[src/design/gphsr_pkg.sv]
`default_nettype none
// ----------------------------------------------------------------------------
// gphsr_pkg: shared types and constants for the gamepad hold-state report builder
// Item and report layouts, function codes, button remap and d-pad tables.
// ----------------------------------------------------------------------------
package gphsr_pkg;

    localparam int STATE_BITS   = 21;   // buttons kept in state
    localparam int WIRE_BITS    = 26;   // buttons on the wire
    localparam int STICK_BITS   = 8;
    localparam int PACKED_BITS  = 24;
    localparam int TIME_BITS    = 32;
    localparam int HOLD_BITS    = 16;
    localparam int INTERVAL_BITS = 8;
    localparam int CFG_DATA_BITS = 16;

    localparam int BUTTON_COUNT = 21;
    localparam logic [4:0] BTN_LIMIT =
        5'((BUTTON_COUNT < STATE_BITS) ? BUTTON_COUNT : STATE_BITS);

    localparam logic [STATE_BITS-1:0] STATE_MASK = 21'h1F_FFFF;
    localparam logic [STATE_BITS-1:0] DPAD_MASK  = 21'h00_0F00;
    localparam logic [STICK_BITS-1:0] STICK_CENTER = 8'h80;

    localparam int IN_DATA_BITS  = 96;
    localparam int IN_USER_BITS  = 3;
    localparam int OUT_DATA_BITS = 88;

    typedef enum logic [2:0] {
        FUNC_PRESS     = 3'd0,
        FUNC_RELEASE   = 3'd1,
        FUNC_DPAD      = 3'd2,
        FUNC_SET_STATE = 3'd3,
        FUNC_TICK      = 3'd4
    } func_t;

    typedef enum logic {
        CFG_MIN_HOLD        = 1'b0,
        CFG_REPORT_INTERVAL = 1'b1
    } cfg_index_t;

    typedef struct packed {
        func_t                  func;
        logic [4:0]             button_index;
        logic [3:0]             dpad_dir;
        logic [STATE_BITS-1:0]  all_buttons;
        logic [STICK_BITS-1:0]  left_x;
        logic [STICK_BITS-1:0]  left_y;
        logic [STICK_BITS-1:0]  right_x;
        logic [STICK_BITS-1:0]  right_y;
        logic [TIME_BITS-1:0]   now_ms;
        logic                   link_up;
    } in_item_t;

    typedef struct packed {
        logic [7:0]             counter;
        logic [STATE_BITS-1:0]  buttons;
        logic [STICK_BITS-1:0]  left_x;
        logic [STICK_BITS-1:0]  left_y;
        logic [STICK_BITS-1:0]  right_x;
        logic [STICK_BITS-1:0]  right_y;
    } report_t;

    // Wire bit for each internal button bit.
    localparam logic [4:0] WIRE_POS [STATE_BITS] = '{
        5'd2,  5'd3,  5'd0,  5'd1,  5'd6,  5'd7,  5'd9,  5'd10, 5'd16, 5'd18, 5'd19,
        5'd17, 5'd22, 5'd23, 5'd8,  5'd11, 5'd12, 5'd13, 5'd24, 5'd25, 5'd14
    };

    function automatic logic [WIRE_BITS-1:0] remap_to_wire(input logic [STATE_BITS-1:0] b);
        logic [WIRE_BITS-1:0] w;
        w = '0;
        for (int i = 0; i < STATE_BITS; i++) begin
            if (b[i]) begin
                w[WIRE_POS[i]] = 1'b1;
            end
        end
        return w;
    endfunction

    // D-pad nibble: bit 0 down, bit 1 right, bit 2 left, bit 3 up.
    function automatic logic [3:0] dpad_bits(input logic [2:0] dir);
        logic [3:0] r;
        case (dir)
            3'd0:    r = 4'b1000;
            3'd1:    r = 4'b1010;
            3'd2:    r = 4'b0010;
            3'd3:    r = 4'b0011;
            3'd4:    r = 4'b0001;
            3'd5:    r = 4'b0101;
            3'd6:    r = 4'b0100;
            3'd7:    r = 4'b1100;
            default: r = 4'b0000;
        endcase
        return r;
    endfunction

    // 12-bit X in the low bits, 12-bit Y above, each value shifted left by 4.
    function automatic logic [PACKED_BITS-1:0] pack_stick(input logic [STICK_BITS-1:0] x,
                                                          input logic [STICK_BITS-1:0] y);
        return {y, 4'h0, x, 4'h0};
    endfunction

endpackage
`default_nettype wire

[src/design/gphsr_in_stage.sv]
`default_nettype none
// ----------------------------------------------------------------------------
// gphsr_in_stage: input register
// Holds one accepted item until the state stage consumes it.
// ----------------------------------------------------------------------------
module gphsr_in_stage
    import gphsr_pkg::*;
(
    input  wire logic     aclk,
    input  wire logic     aresetn,
    input  wire logic     s_valid,
    output logic          s_ready,
    input  wire in_item_t s_item,
    output logic          item_valid,
    output in_item_t      item,
    input  wire logic     advance
);

    logic     valid_reg;
    logic     valid_next;
    in_item_t item_reg;

    assign s_ready    = !valid_reg || advance;
    assign valid_next = (s_valid && s_ready) || (valid_reg && !advance);

    always_ff @(posedge aclk) begin
        if (!aresetn) begin
            valid_reg <= 1'b0;
        end else begin
            valid_reg <= valid_next;
        end
        if (s_valid && s_ready) begin
            item_reg <= s_item;
        end
    end

    assign item_valid = valid_reg;
    assign item       = item_reg;

endmodule
`default_nettype wire

[src/design/gphsr_state.sv]
`default_nettype none
// ----------------------------------------------------------------------------
// gphsr_state: controller state and event handling
// Applies one item per cycle to the button, stick and timing state; a reporting item waits for room.
// ----------------------------------------------------------------------------
module gphsr_state
    import gphsr_pkg::*;
(
    input  wire logic                     aclk,
    input  wire logic                     aresetn,
    input  wire logic                     cfg_wr_en,
    input  wire logic                     cfg_index,
    input  wire logic [CFG_DATA_BITS-1:0] cfg_wr_data,
    input  wire logic                     item_valid,
    input  wire in_item_t                 item,
    input  wire logic                     out_free,
    output logic                          advance,
    output logic                          emit,
    output report_t                       report
);

    logic [HOLD_BITS-1:0]     min_hold_reg;
    logic [INTERVAL_BITS-1:0] interval_reg;
    logic [STATE_BITS-1:0]    held_reg, held_next;
    logic [STATE_BITS-1:0]    deferred_reg, deferred_next;
    logic [TIME_BITS-1:0]     last_press_reg, last_press_next;
    logic [TIME_BITS-1:0]     last_report_reg, last_report_next;
    logic [7:0]               seq_reg, seq_next;
    logic [STICK_BITS-1:0]    stick_reg [4];
    logic [STICK_BITS-1:0]    stick_next [4];

    logic [TIME_BITS-1:0]  press_age;
    logic [TIME_BITS-1:0]  report_age;
    logic                  hold_not_met;
    logic                  interval_met;
    logic                  btn_ok;
    logic [STATE_BITS-1:0] btn_mask;
    logic                  emit_c;

    always_comb begin
        press_age    = item.now_ms - last_press_reg;
        report_age   = item.now_ms - last_report_reg;
        hold_not_met = press_age < {{(TIME_BITS-HOLD_BITS){1'b0}}, min_hold_reg};
        interval_met = !(report_age < {{(TIME_BITS-INTERVAL_BITS){1'b0}}, interval_reg});
        btn_ok       = item.button_index < BTN_LIMIT;
        btn_mask     = btn_ok ? (STATE_BITS'(1) << item.button_index) : '0;

        held_next        = held_reg;
        deferred_next    = deferred_reg;
        last_press_next  = last_press_reg;
        last_report_next = last_report_reg;
        stick_next       = stick_reg;
        emit_c           = 1'b0;

        case (item.func)
            FUNC_PRESS: begin
                if (btn_ok) begin
                    held_next       = (held_reg | btn_mask) & STATE_MASK;
                    deferred_next   = deferred_reg & ~btn_mask;
                    last_press_next = item.now_ms;
                end
            end
            FUNC_RELEASE: begin
                if (btn_ok) begin
                    if (hold_not_met) begin
                        deferred_next = (deferred_reg | btn_mask) & STATE_MASK;
                    end else begin
                        held_next     = held_reg & ~btn_mask;
                        deferred_next = deferred_reg & ~btn_mask;
                    end
                end
            end
            FUNC_DPAD: begin
                if (!item.dpad_dir[3]) begin
                    held_next = (held_reg & ~DPAD_MASK)
                              | {9'b0, dpad_bits(item.dpad_dir[2:0]), 8'b0};
                    deferred_next   = deferred_reg & ~DPAD_MASK;
                    last_press_next = item.now_ms;
                end else if (hold_not_met) begin
                    // neutral too soon: defer the held d-pad bits
                    deferred_next = deferred_reg | (held_reg & DPAD_MASK);
                end else begin
                    held_next     = held_reg & ~DPAD_MASK;
                    deferred_next = deferred_reg & ~DPAD_MASK;
                end
            end
            FUNC_SET_STATE: begin
                held_next     = item.all_buttons & STATE_MASK;
                deferred_next = '0;
                stick_next[0] = item.left_x;
                stick_next[1] = item.left_y;
                stick_next[2] = item.right_x;
                stick_next[3] = item.right_y;
                emit_c        = item.link_up;
            end
            FUNC_TICK: begin
                if (item.link_up) begin
                    if ((deferred_reg != '0) && !hold_not_met) begin
                        held_next     = held_reg & ~deferred_reg;
                        deferred_next = '0;
                    end
                    if (interval_met) begin
                        last_report_next = item.now_ms;
                        emit_c           = 1'b1;
                    end
                end
            end
            default: begin
            end
        endcase

        seq_next = emit_c ? seq_reg + 8'd1 : seq_reg;
    end

    // An item that reports waits for room in the result register.
    assign emit    = item_valid && emit_c;
    assign advance = item_valid && (!emit_c || out_free);

    assign report.counter = seq_reg;
    assign report.buttons = held_next;
    assign report.left_x  = stick_next[0];
    assign report.left_y  = stick_next[1];
    assign report.right_x = stick_next[2];
    assign report.right_y = stick_next[3];

    always_ff @(posedge aclk) begin
        if (!aresetn) begin
            min_hold_reg    <= HOLD_BITS'(50);
            interval_reg    <= INTERVAL_BITS'(8);
            held_reg        <= '0;
            deferred_reg    <= '0;
            last_press_reg  <= '0;
            last_report_reg <= '0;
            seq_reg         <= '0;
            for (int i = 0; i < 4; i++) begin
                stick_reg[i] <= STICK_CENTER;
            end
        end else begin
            if (cfg_wr_en) begin
                case (cfg_index_t'(cfg_index))
                    CFG_MIN_HOLD:        min_hold_reg <= cfg_wr_data;
                    CFG_REPORT_INTERVAL: interval_reg <= cfg_wr_data[INTERVAL_BITS-1:0];
                    default: begin
                    end
                endcase
            end
            if (advance) begin
                held_reg        <= held_next;
                deferred_reg    <= deferred_next;
                last_press_reg  <= last_press_next;
                last_report_reg <= last_report_next;
                seq_reg         <= seq_next;
                stick_reg       <= stick_next;
            end
        end
    end

    // Sequence count moves by one exactly with each delivered report.
    a_seq_step: assert property (@(posedge aclk) disable iff (!aresetn)
        (advance && emit) |=> (seq_reg == $past(seq_reg) + 8'd1))
        else $error("sequence count did not step on report");

    a_seq_hold: assert property (@(posedge aclk) disable iff (!aresetn)
        !(advance && emit) |=> $stable(seq_reg))
        else $error("sequence count moved without report");

    // Only a reporting tick moves the periodic report time.
    a_report_time: assert property (@(posedge aclk) disable iff (!aresetn)
        !(advance && emit && (item.func == FUNC_TICK)) |=> $stable(last_report_reg))
        else $error("report time moved without a tick report");

    // A full-state set leaves nothing deferred.
    a_set_clears: assert property (@(posedge aclk) disable iff (!aresetn)
        (advance && (item.func == FUNC_SET_STATE)) |=> (deferred_reg == '0))
        else $error("deferred releases survived a full-state set");

endmodule
`default_nettype wire

[src/design/gphsr_out_stage.sv]
`default_nettype none
// ----------------------------------------------------------------------------
// gphsr_out_stage: result register
// Remaps buttons to wire order, packs sticks, and holds the report.
// ----------------------------------------------------------------------------
module gphsr_out_stage
    import gphsr_pkg::*;
(
    input  wire logic                   aclk,
    input  wire logic                   aresetn,
    input  wire logic                   load,
    input  wire report_t                report,
    output logic                        out_free,
    output logic                        m_valid,
    input  wire logic                   m_ready,
    output logic [7:0]                  report_counter,
    output logic [WIRE_BITS-1:0]        wire_buttons,
    output logic [PACKED_BITS-1:0]      left_stick_packed,
    output logic [PACKED_BITS-1:0]      right_stick_packed
);

    logic                   valid_reg;
    logic [7:0]             counter_reg;
    logic [WIRE_BITS-1:0]   wire_reg;
    logic [PACKED_BITS-1:0] left_reg;
    logic [PACKED_BITS-1:0] right_reg;

    assign out_free = !valid_reg || m_ready;

    always_ff @(posedge aclk) begin
        if (!aresetn) begin
            valid_reg <= 1'b0;
        end else if (load) begin
            valid_reg <= 1'b1;
        end else if (m_ready) begin
            valid_reg <= 1'b0;
        end
        if (load) begin
            counter_reg <= report.counter;
            wire_reg    <= remap_to_wire(report.buttons);
            left_reg    <= pack_stick(report.left_x, report.left_y);
            right_reg   <= pack_stick(report.right_x, report.right_y);
        end
    end

    assign m_valid            = valid_reg;
    assign report_counter     = counter_reg;
    assign wire_buttons       = wire_reg;
    assign left_stick_packed  = left_reg;
    assign right_stick_packed = right_reg;

endmodule
`default_nettype wire

[src/design/gamepad_hold_state_report_builder.sv]
`default_nettype none
// ----------------------------------------------------------------------------
// gamepad_hold_state_report_builder: gamepad state keeper and report source
// Tracks buttons and sticks, defers early releases, emits controller reports.
// ----------------------------------------------------------------------------
// The block takes one event per clock cycle: press, release, d-pad, full-state
// set or tick (tuser carries the function code). Each transfer lands in an
// input register, is applied to the button, stick and timing state by one pass
// of logic, and any report it causes is written into a result register, which
// presents it on the master side. The sustained rate is one item per cycle; an
// item that reports waits in the input register only while the result register
// holds a report that is not being taken, and items that report nothing pass by
// a full result register. Ticks and full-state sets report only with link_up
// high. Write min_hold_ms and report_interval_ms only while no transfer is in
// flight.
// ----------------------------------------------------------------------------
module gamepad_hold_state_report_builder
    import gphsr_pkg::*;
(
    input  wire logic                     aclk,
    input  wire logic                     aresetn,
    // configuration writes: index 0 min_hold_ms, index 1 report_interval_ms
    input  wire logic                     cfg_wr_en,
    input  wire logic                     cfg_index,
    input  wire logic [CFG_DATA_BITS-1:0] cfg_wr_data,
    // event input
    input  wire logic                     s_tvalid,
    output logic                          s_tready,
    // low to high: button_index[4:0], dpad_dir[8:5], all_buttons[29:9],
    // left_x[37:30], left_y[45:38], right_x[53:46], right_y[61:54],
    // now_ms[93:62], link_up[94], zero[95]
    input  wire logic [IN_DATA_BITS-1:0]  s_tdata,
    // func[2:0]
    input  wire logic [IN_USER_BITS-1:0]  s_tuser,
    // report output
    output logic                          m_tvalid,
    input  wire logic                     m_tready,
    // low to high: report_counter[7:0], wire_buttons[33:8],
    // left_stick_packed[57:34], right_stick_packed[81:58], zero[87:82]
    output logic [OUT_DATA_BITS-1:0]      m_tdata
);

    in_item_t s_item;
    in_item_t item;
    logic     item_valid;
    logic     advance;
    logic     emit;
    logic     out_free;
    report_t  report;

    logic [7:0]             report_counter;
    logic [WIRE_BITS-1:0]   wire_buttons;
    logic [PACKED_BITS-1:0] left_stick_packed;
    logic [PACKED_BITS-1:0] right_stick_packed;

    // Unpack the transfer into the item fields.
    always_comb begin
        s_item.func         = func_t'(s_tuser);
        s_item.button_index = s_tdata[4:0];
        s_item.dpad_dir     = s_tdata[8:5];
        s_item.all_buttons  = s_tdata[29:9];
        s_item.left_x       = s_tdata[37:30];
        s_item.left_y       = s_tdata[45:38];
        s_item.right_x      = s_tdata[53:46];
        s_item.right_y      = s_tdata[61:54];
        s_item.now_ms       = s_tdata[93:62];
        s_item.link_up      = s_tdata[94];
    end

    // Hold the accepted item until the state logic takes it.
    gphsr_in_stage u_in_stage (
        .aclk       (aclk),
        .aresetn    (aresetn),
        .s_valid    (s_tvalid),
        .s_ready    (s_tready),
        .s_item     (s_item),
        .item_valid (item_valid),
        .item       (item),
        .advance    (advance)
    );

    // Apply the item to the controller state and decide on a report.
    gphsr_state u_state (
        .aclk        (aclk),
        .aresetn     (aresetn),
        .cfg_wr_en   (cfg_wr_en),
        .cfg_index   (cfg_index),
        .cfg_wr_data (cfg_wr_data),
        .item_valid  (item_valid),
        .item        (item),
        .out_free    (out_free),
        .advance     (advance),
        .emit        (emit),
        .report      (report)
    );

    // Format and hold the report until the master side takes it.
    gphsr_out_stage u_out_stage (
        .aclk               (aclk),
        .aresetn            (aresetn),
        .load               (advance && emit),
        .report             (report),
        .out_free           (out_free),
        .m_valid            (m_tvalid),
        .m_ready            (m_tready),
        .report_counter     (report_counter),
        .wire_buttons       (wire_buttons),
        .left_stick_packed  (left_stick_packed),
        .right_stick_packed (right_stick_packed)
    );

    assign m_tdata = {6'b0, right_stick_packed, left_stick_packed,
                      wire_buttons, report_counter};

endmodule
`default_nettype wire

[config.mk]
export PLATFORM = sky130hd
export DESIGN_NAME = gamepad_hold_state_report_builder
export DESIGN_NICKNAME = d
export VERILOG_FILES = /design/src/design/gphsr_pkg.sv /design/src/design/gphsr_in_stage.sv /design/src/design/gphsr_state.sv /design/src/design/gphsr_out_stage.sv /design/src/design/gamepad_hold_state_report_builder.sv
export SDC_FILE = /design/constraint.sdc
export NUM_CORES = 1
export LEC_CHECK = 0
export ABC_AREA = 1
export BUFFER_PORTS_ARGS = -buffer_cell sky130_fd_sc_hd__buf_2
export CAP_MARGIN = 20
export CORE_MARGIN = 2
export CORE_UTILIZATION = 60
export CTS_CLUSTER_DIAMETER = 30
export DETAILED_ROUTE_END_ITERATION = 12
export GPL_ROUTABILITY_DRIVEN = 0
export PLACE_DENSITY_LB_ADDON = 0.12
export SYNTH_ARGS = -nofsm -noshare
export SYNTH_HDL_FRONTEND = slang
export SYNTH_SLANG_ARGS = --single-unit
export TNS_END_PERCENT = 100
[constraint.sdc]
create_clock -name aclk -period 11.73 [get_ports aclk]
set_input_delay 1.7595 -clock aclk [delete_from_list [all_inputs] [get_ports aclk]]
set_output_delay 1.7595 -clock aclk [all_outputs]
set_load 0.01 [all_outputs]
==> reports/qor.yml <==
numClockSinks: 335
worst_slack_ns: 5.67
synth_edf_count: 159
ys_ff_latch: 335
synth_cell_type_count: 41
cts_resized: 0
synth_largest_area_cell: "edfxtp_1"
dr_total_vias: 18029
clock-root-buffer: "clkbuf_16"
fin_worst_skew_ns: 0.0360
finalNetCount: 3057
chipWidth_um: 183
vdd_drop_max_mv: 0.141
clock_latency_ns: 0.59
die_height_um: 183
min_period_ns: 6.06
largest_register_ffs: 98
grt_pass1_wl_mm: 80.8
p_leak_nw: 10.6
critPathLaunch: "u_in_stage.item[3]"
tightest_slew_ns: 1.07
grt_max_degree: 83
rsz0062_at_grt: "no"
synth_flop_cell: "dfxtp_1"
port_buffers: 182
initialDrtViolationCount: 1583
cp-start-kind: "flip-flop"
criticalPathCategory: "reg -> reg"
synth_common_cells: "nand2_1 (732), inv_1 (435), nor2_1 (243)"
syn_area_um2: 19200
antenna_found_initial: 4
coreArea_um2: 31600
numCtsBuffers: 70
dieArea_um2: 33400
cts_max_level: 3
cts-hold-fix-buffers: 0
syn_avg_cell_area_um2: 7.21
synthArstFlopShare_pct: 0
ant_nets: 0
r2r-end: "u_state.last_report_reg[7]"
crit_fanout: 62
rows: 65
path_clk_slew_ns: 0.05
post_cts_buffers: 0
worstSetupEndpointType: "flip-flop"
syn-instance-count: 2663
cts_tree: "built"
drc: 0
power_density_nw_per_um2: 163
yosysTopAreaCellShare_pct: 24.9
setup_violations: 0
arrival_ns: 6.57
seqCellArea_um2: 8300
wl_mm: 50.4
hold_viol_final: 0
overflow: 0
hp-class: "reg -> reg"
finalMaxSlewViolations: 0
pin_count: 211
cp_data_required_time_ns: 12.24
period_share_pct: 51.7
nFillCells: 2496
post-place-ws_ns: 5.76
reg2reg_depth: 25
dp_hpwl_mm: 34.6
synth_seq_area_share_pct: 43.2
grt_pass1_vias: 17097
max_slew_margin_pct: 28.6
drive_above_1_share_pct: 11.0
setup_tns_ns: 0
yosys-top-cells-area: "edfxtp_1 (25%), dfxtp_1 (18%), nand2_1 (14%)"
fmax_mhz: 165
wl_per_cell_um: 15.2
rr_startpoint: "u_in_stage.item[3]"
crit_end: "u_state.last_report_reg[7]"
fin_total_pwr_w: 0.00370
run_status: "finished, final reports clean"
initial_utilization_pct: 60.8
cap_violations: 0
grt_usage_pct: 29.9
vias_per_cell: 5.44
synthMostInstantiatedCell: "nand2_1"
multiInputGateArea_um2: 8830
area_growth_pct: 18.4
worst-r2r-setup-slack_ns: 5.67
firstDrtPassIters: 6
clockBufferDepth: 3
yosys_warnings: 0
==> metrics by stage <==
| stage | utilization [%] | hold WS [ns] | cells | cell area, um2 |
|---|---|---|---|---|
| 4_1_cts | 71.9 | 0.447 | 3307 | 22700 |
| 6_report | 72.0 | 0.448 | 3313 | 22700 |
| 3_5_place_dp | 64.2 | 0.442 | 3178 | 20300 |
| 5_1_grt | 72.0 | 0.471 | 3312 | 22700 |
| 3_3_place_gp | 64.2 | 0.434 | 3178 | 20300 |
| 2_1_floorplan | - | 0.425 | 2689 | 19300 |
==> cells in the final DEF, fill, tap and decap left out, types with 2 or more instances in the layout <==
master	netlist	routed
clkinvlp_4	0	10
nor2_1	243	242
bufinv_16	0	9
inv_6	0	2
nor3_1	26	26
buf_2	18	182
inv_1	435	433
o21a_1	2	2
nand3b_1	15	15
a21oi_2	2	2
and2_1	4	4
nand2_1	732	732
xnor2_1	7	7
a21oi_1	239	239
clkinv_1	0	2
fa_1	2	2
clkbuf_16	0	71
o21ai_0	133	133
o21bai_1	3	3
clkbuf_8	0	3
ha_1	85	85
conb_1	1	27
nand3_1	194	194
clkinv_4	0	8
nor4_1	4	4
xor2_1	21	21
a221oi_1	4	4
diode_2	0	5
dfxtp_1	176	176
clkinv_8	0	2
inv_2	3	4
clkbuf_1	51	13
clkinv_16	0	2
nand4_1	31	31
clkinv_2	0	7
buf_4	32	9
edfxtp_1	159	159
o211ai_1	25	25
==> final cells by class <==
type / instances / share of cell area (%)
Multi-Input combinational cell: 1812 / 38.9
Tap cell: 402 / 2.21
Inverter: 438 / 7.24
Clock buffer: 87 / 8.21
Antenna cell: 5 / 0.0550
Clock inverter: 42 / 2.50
Timing Repair Buffer: 192 / 4.42
Sequential cell: 335 / 36.5
==> kinds of logic (layout without fill, tap and decap cells) <==
logic type | Yosys count | after routing | synth area share [%]
flops | 335 | 335 | 43.2
xor+xnor | 28 | 28 | 1.28
simple gates | 1256 | 1256 | 27.0
fa+ha+maj | 87 | 87 | 5.75
compound gates | 414 | 414 | 11.4
buf+inv | 542 | 759 | 11.3
other cells | 1 | 32 | 0.0195
==> power breakdown <==
group	switching (W)	total, W	internal, W
sequential	0.0000296	0.00131	0.00128
clock	0.000662	0.00200	0.00134
combinational	0.000258	0.000388	0.000130
total	0.000950	0.00370	0.00275
==> how the worst min path moves through the flow <==
stage	start	endpoint	slack, ns	cells after the start
after floorplan	u_state.stick_reg[0]	u_state.stick_reg[0]	0.42	2
after global placement	u_state.stick_reg[28]	u_state.stick_reg[28]	0.43	2
after detailed placement	u_state.stick_reg[11]	u_state.stick_reg[11]	0.44	2
after CTS	u_state.stick_reg[14]	u_state.stick_reg[14]	0.45	2
after global routing	u_state.stick_reg[14]	u_state.stick_reg[14]	0.47	2
final	u_state.stick_reg[28]	u_state.stick_reg[28]	0.45	2
==> per-layer routing <==
layer / track usage (%) / vias to the layer above / wire length (um)
li1: - / 8925 / -
met4: 17.6 / 0 / 2660
met2: 50.3 / 797 / 23400
met1: 35.8 / 8132 / 20600
met3: 5.68 / 175 / 3720
met5: 0 / - / 0
==> critical path: stages, from the launching register on <==
cell and delay [ns]:
edfxtp_1 0.48, ha_1 0.45, nand2_1 0.09, nor2_1 0.27, nand2_1 0.09, nand3_1 0.15, xor2_1 0.22, ha_1 0.28
a21oi_1 0.14, nand2_1 0.09, nand2_1 0.09, nand2_1 0.06, inv_1 0.05, nand2_1 0.04, nor2_1 0.10, nand3_1 0.07
nor2_1 0.10, nand2_1 0.23, nand2_1 0.21, nand2_4 0.13, a21oi_4 0.81, buf_4 0.64, nand3_4 0.65, nand2_1 0.25
nand2_1 0.09, nor2_1 0.11
Note: power is estimated with default switching activity, not from simulation.
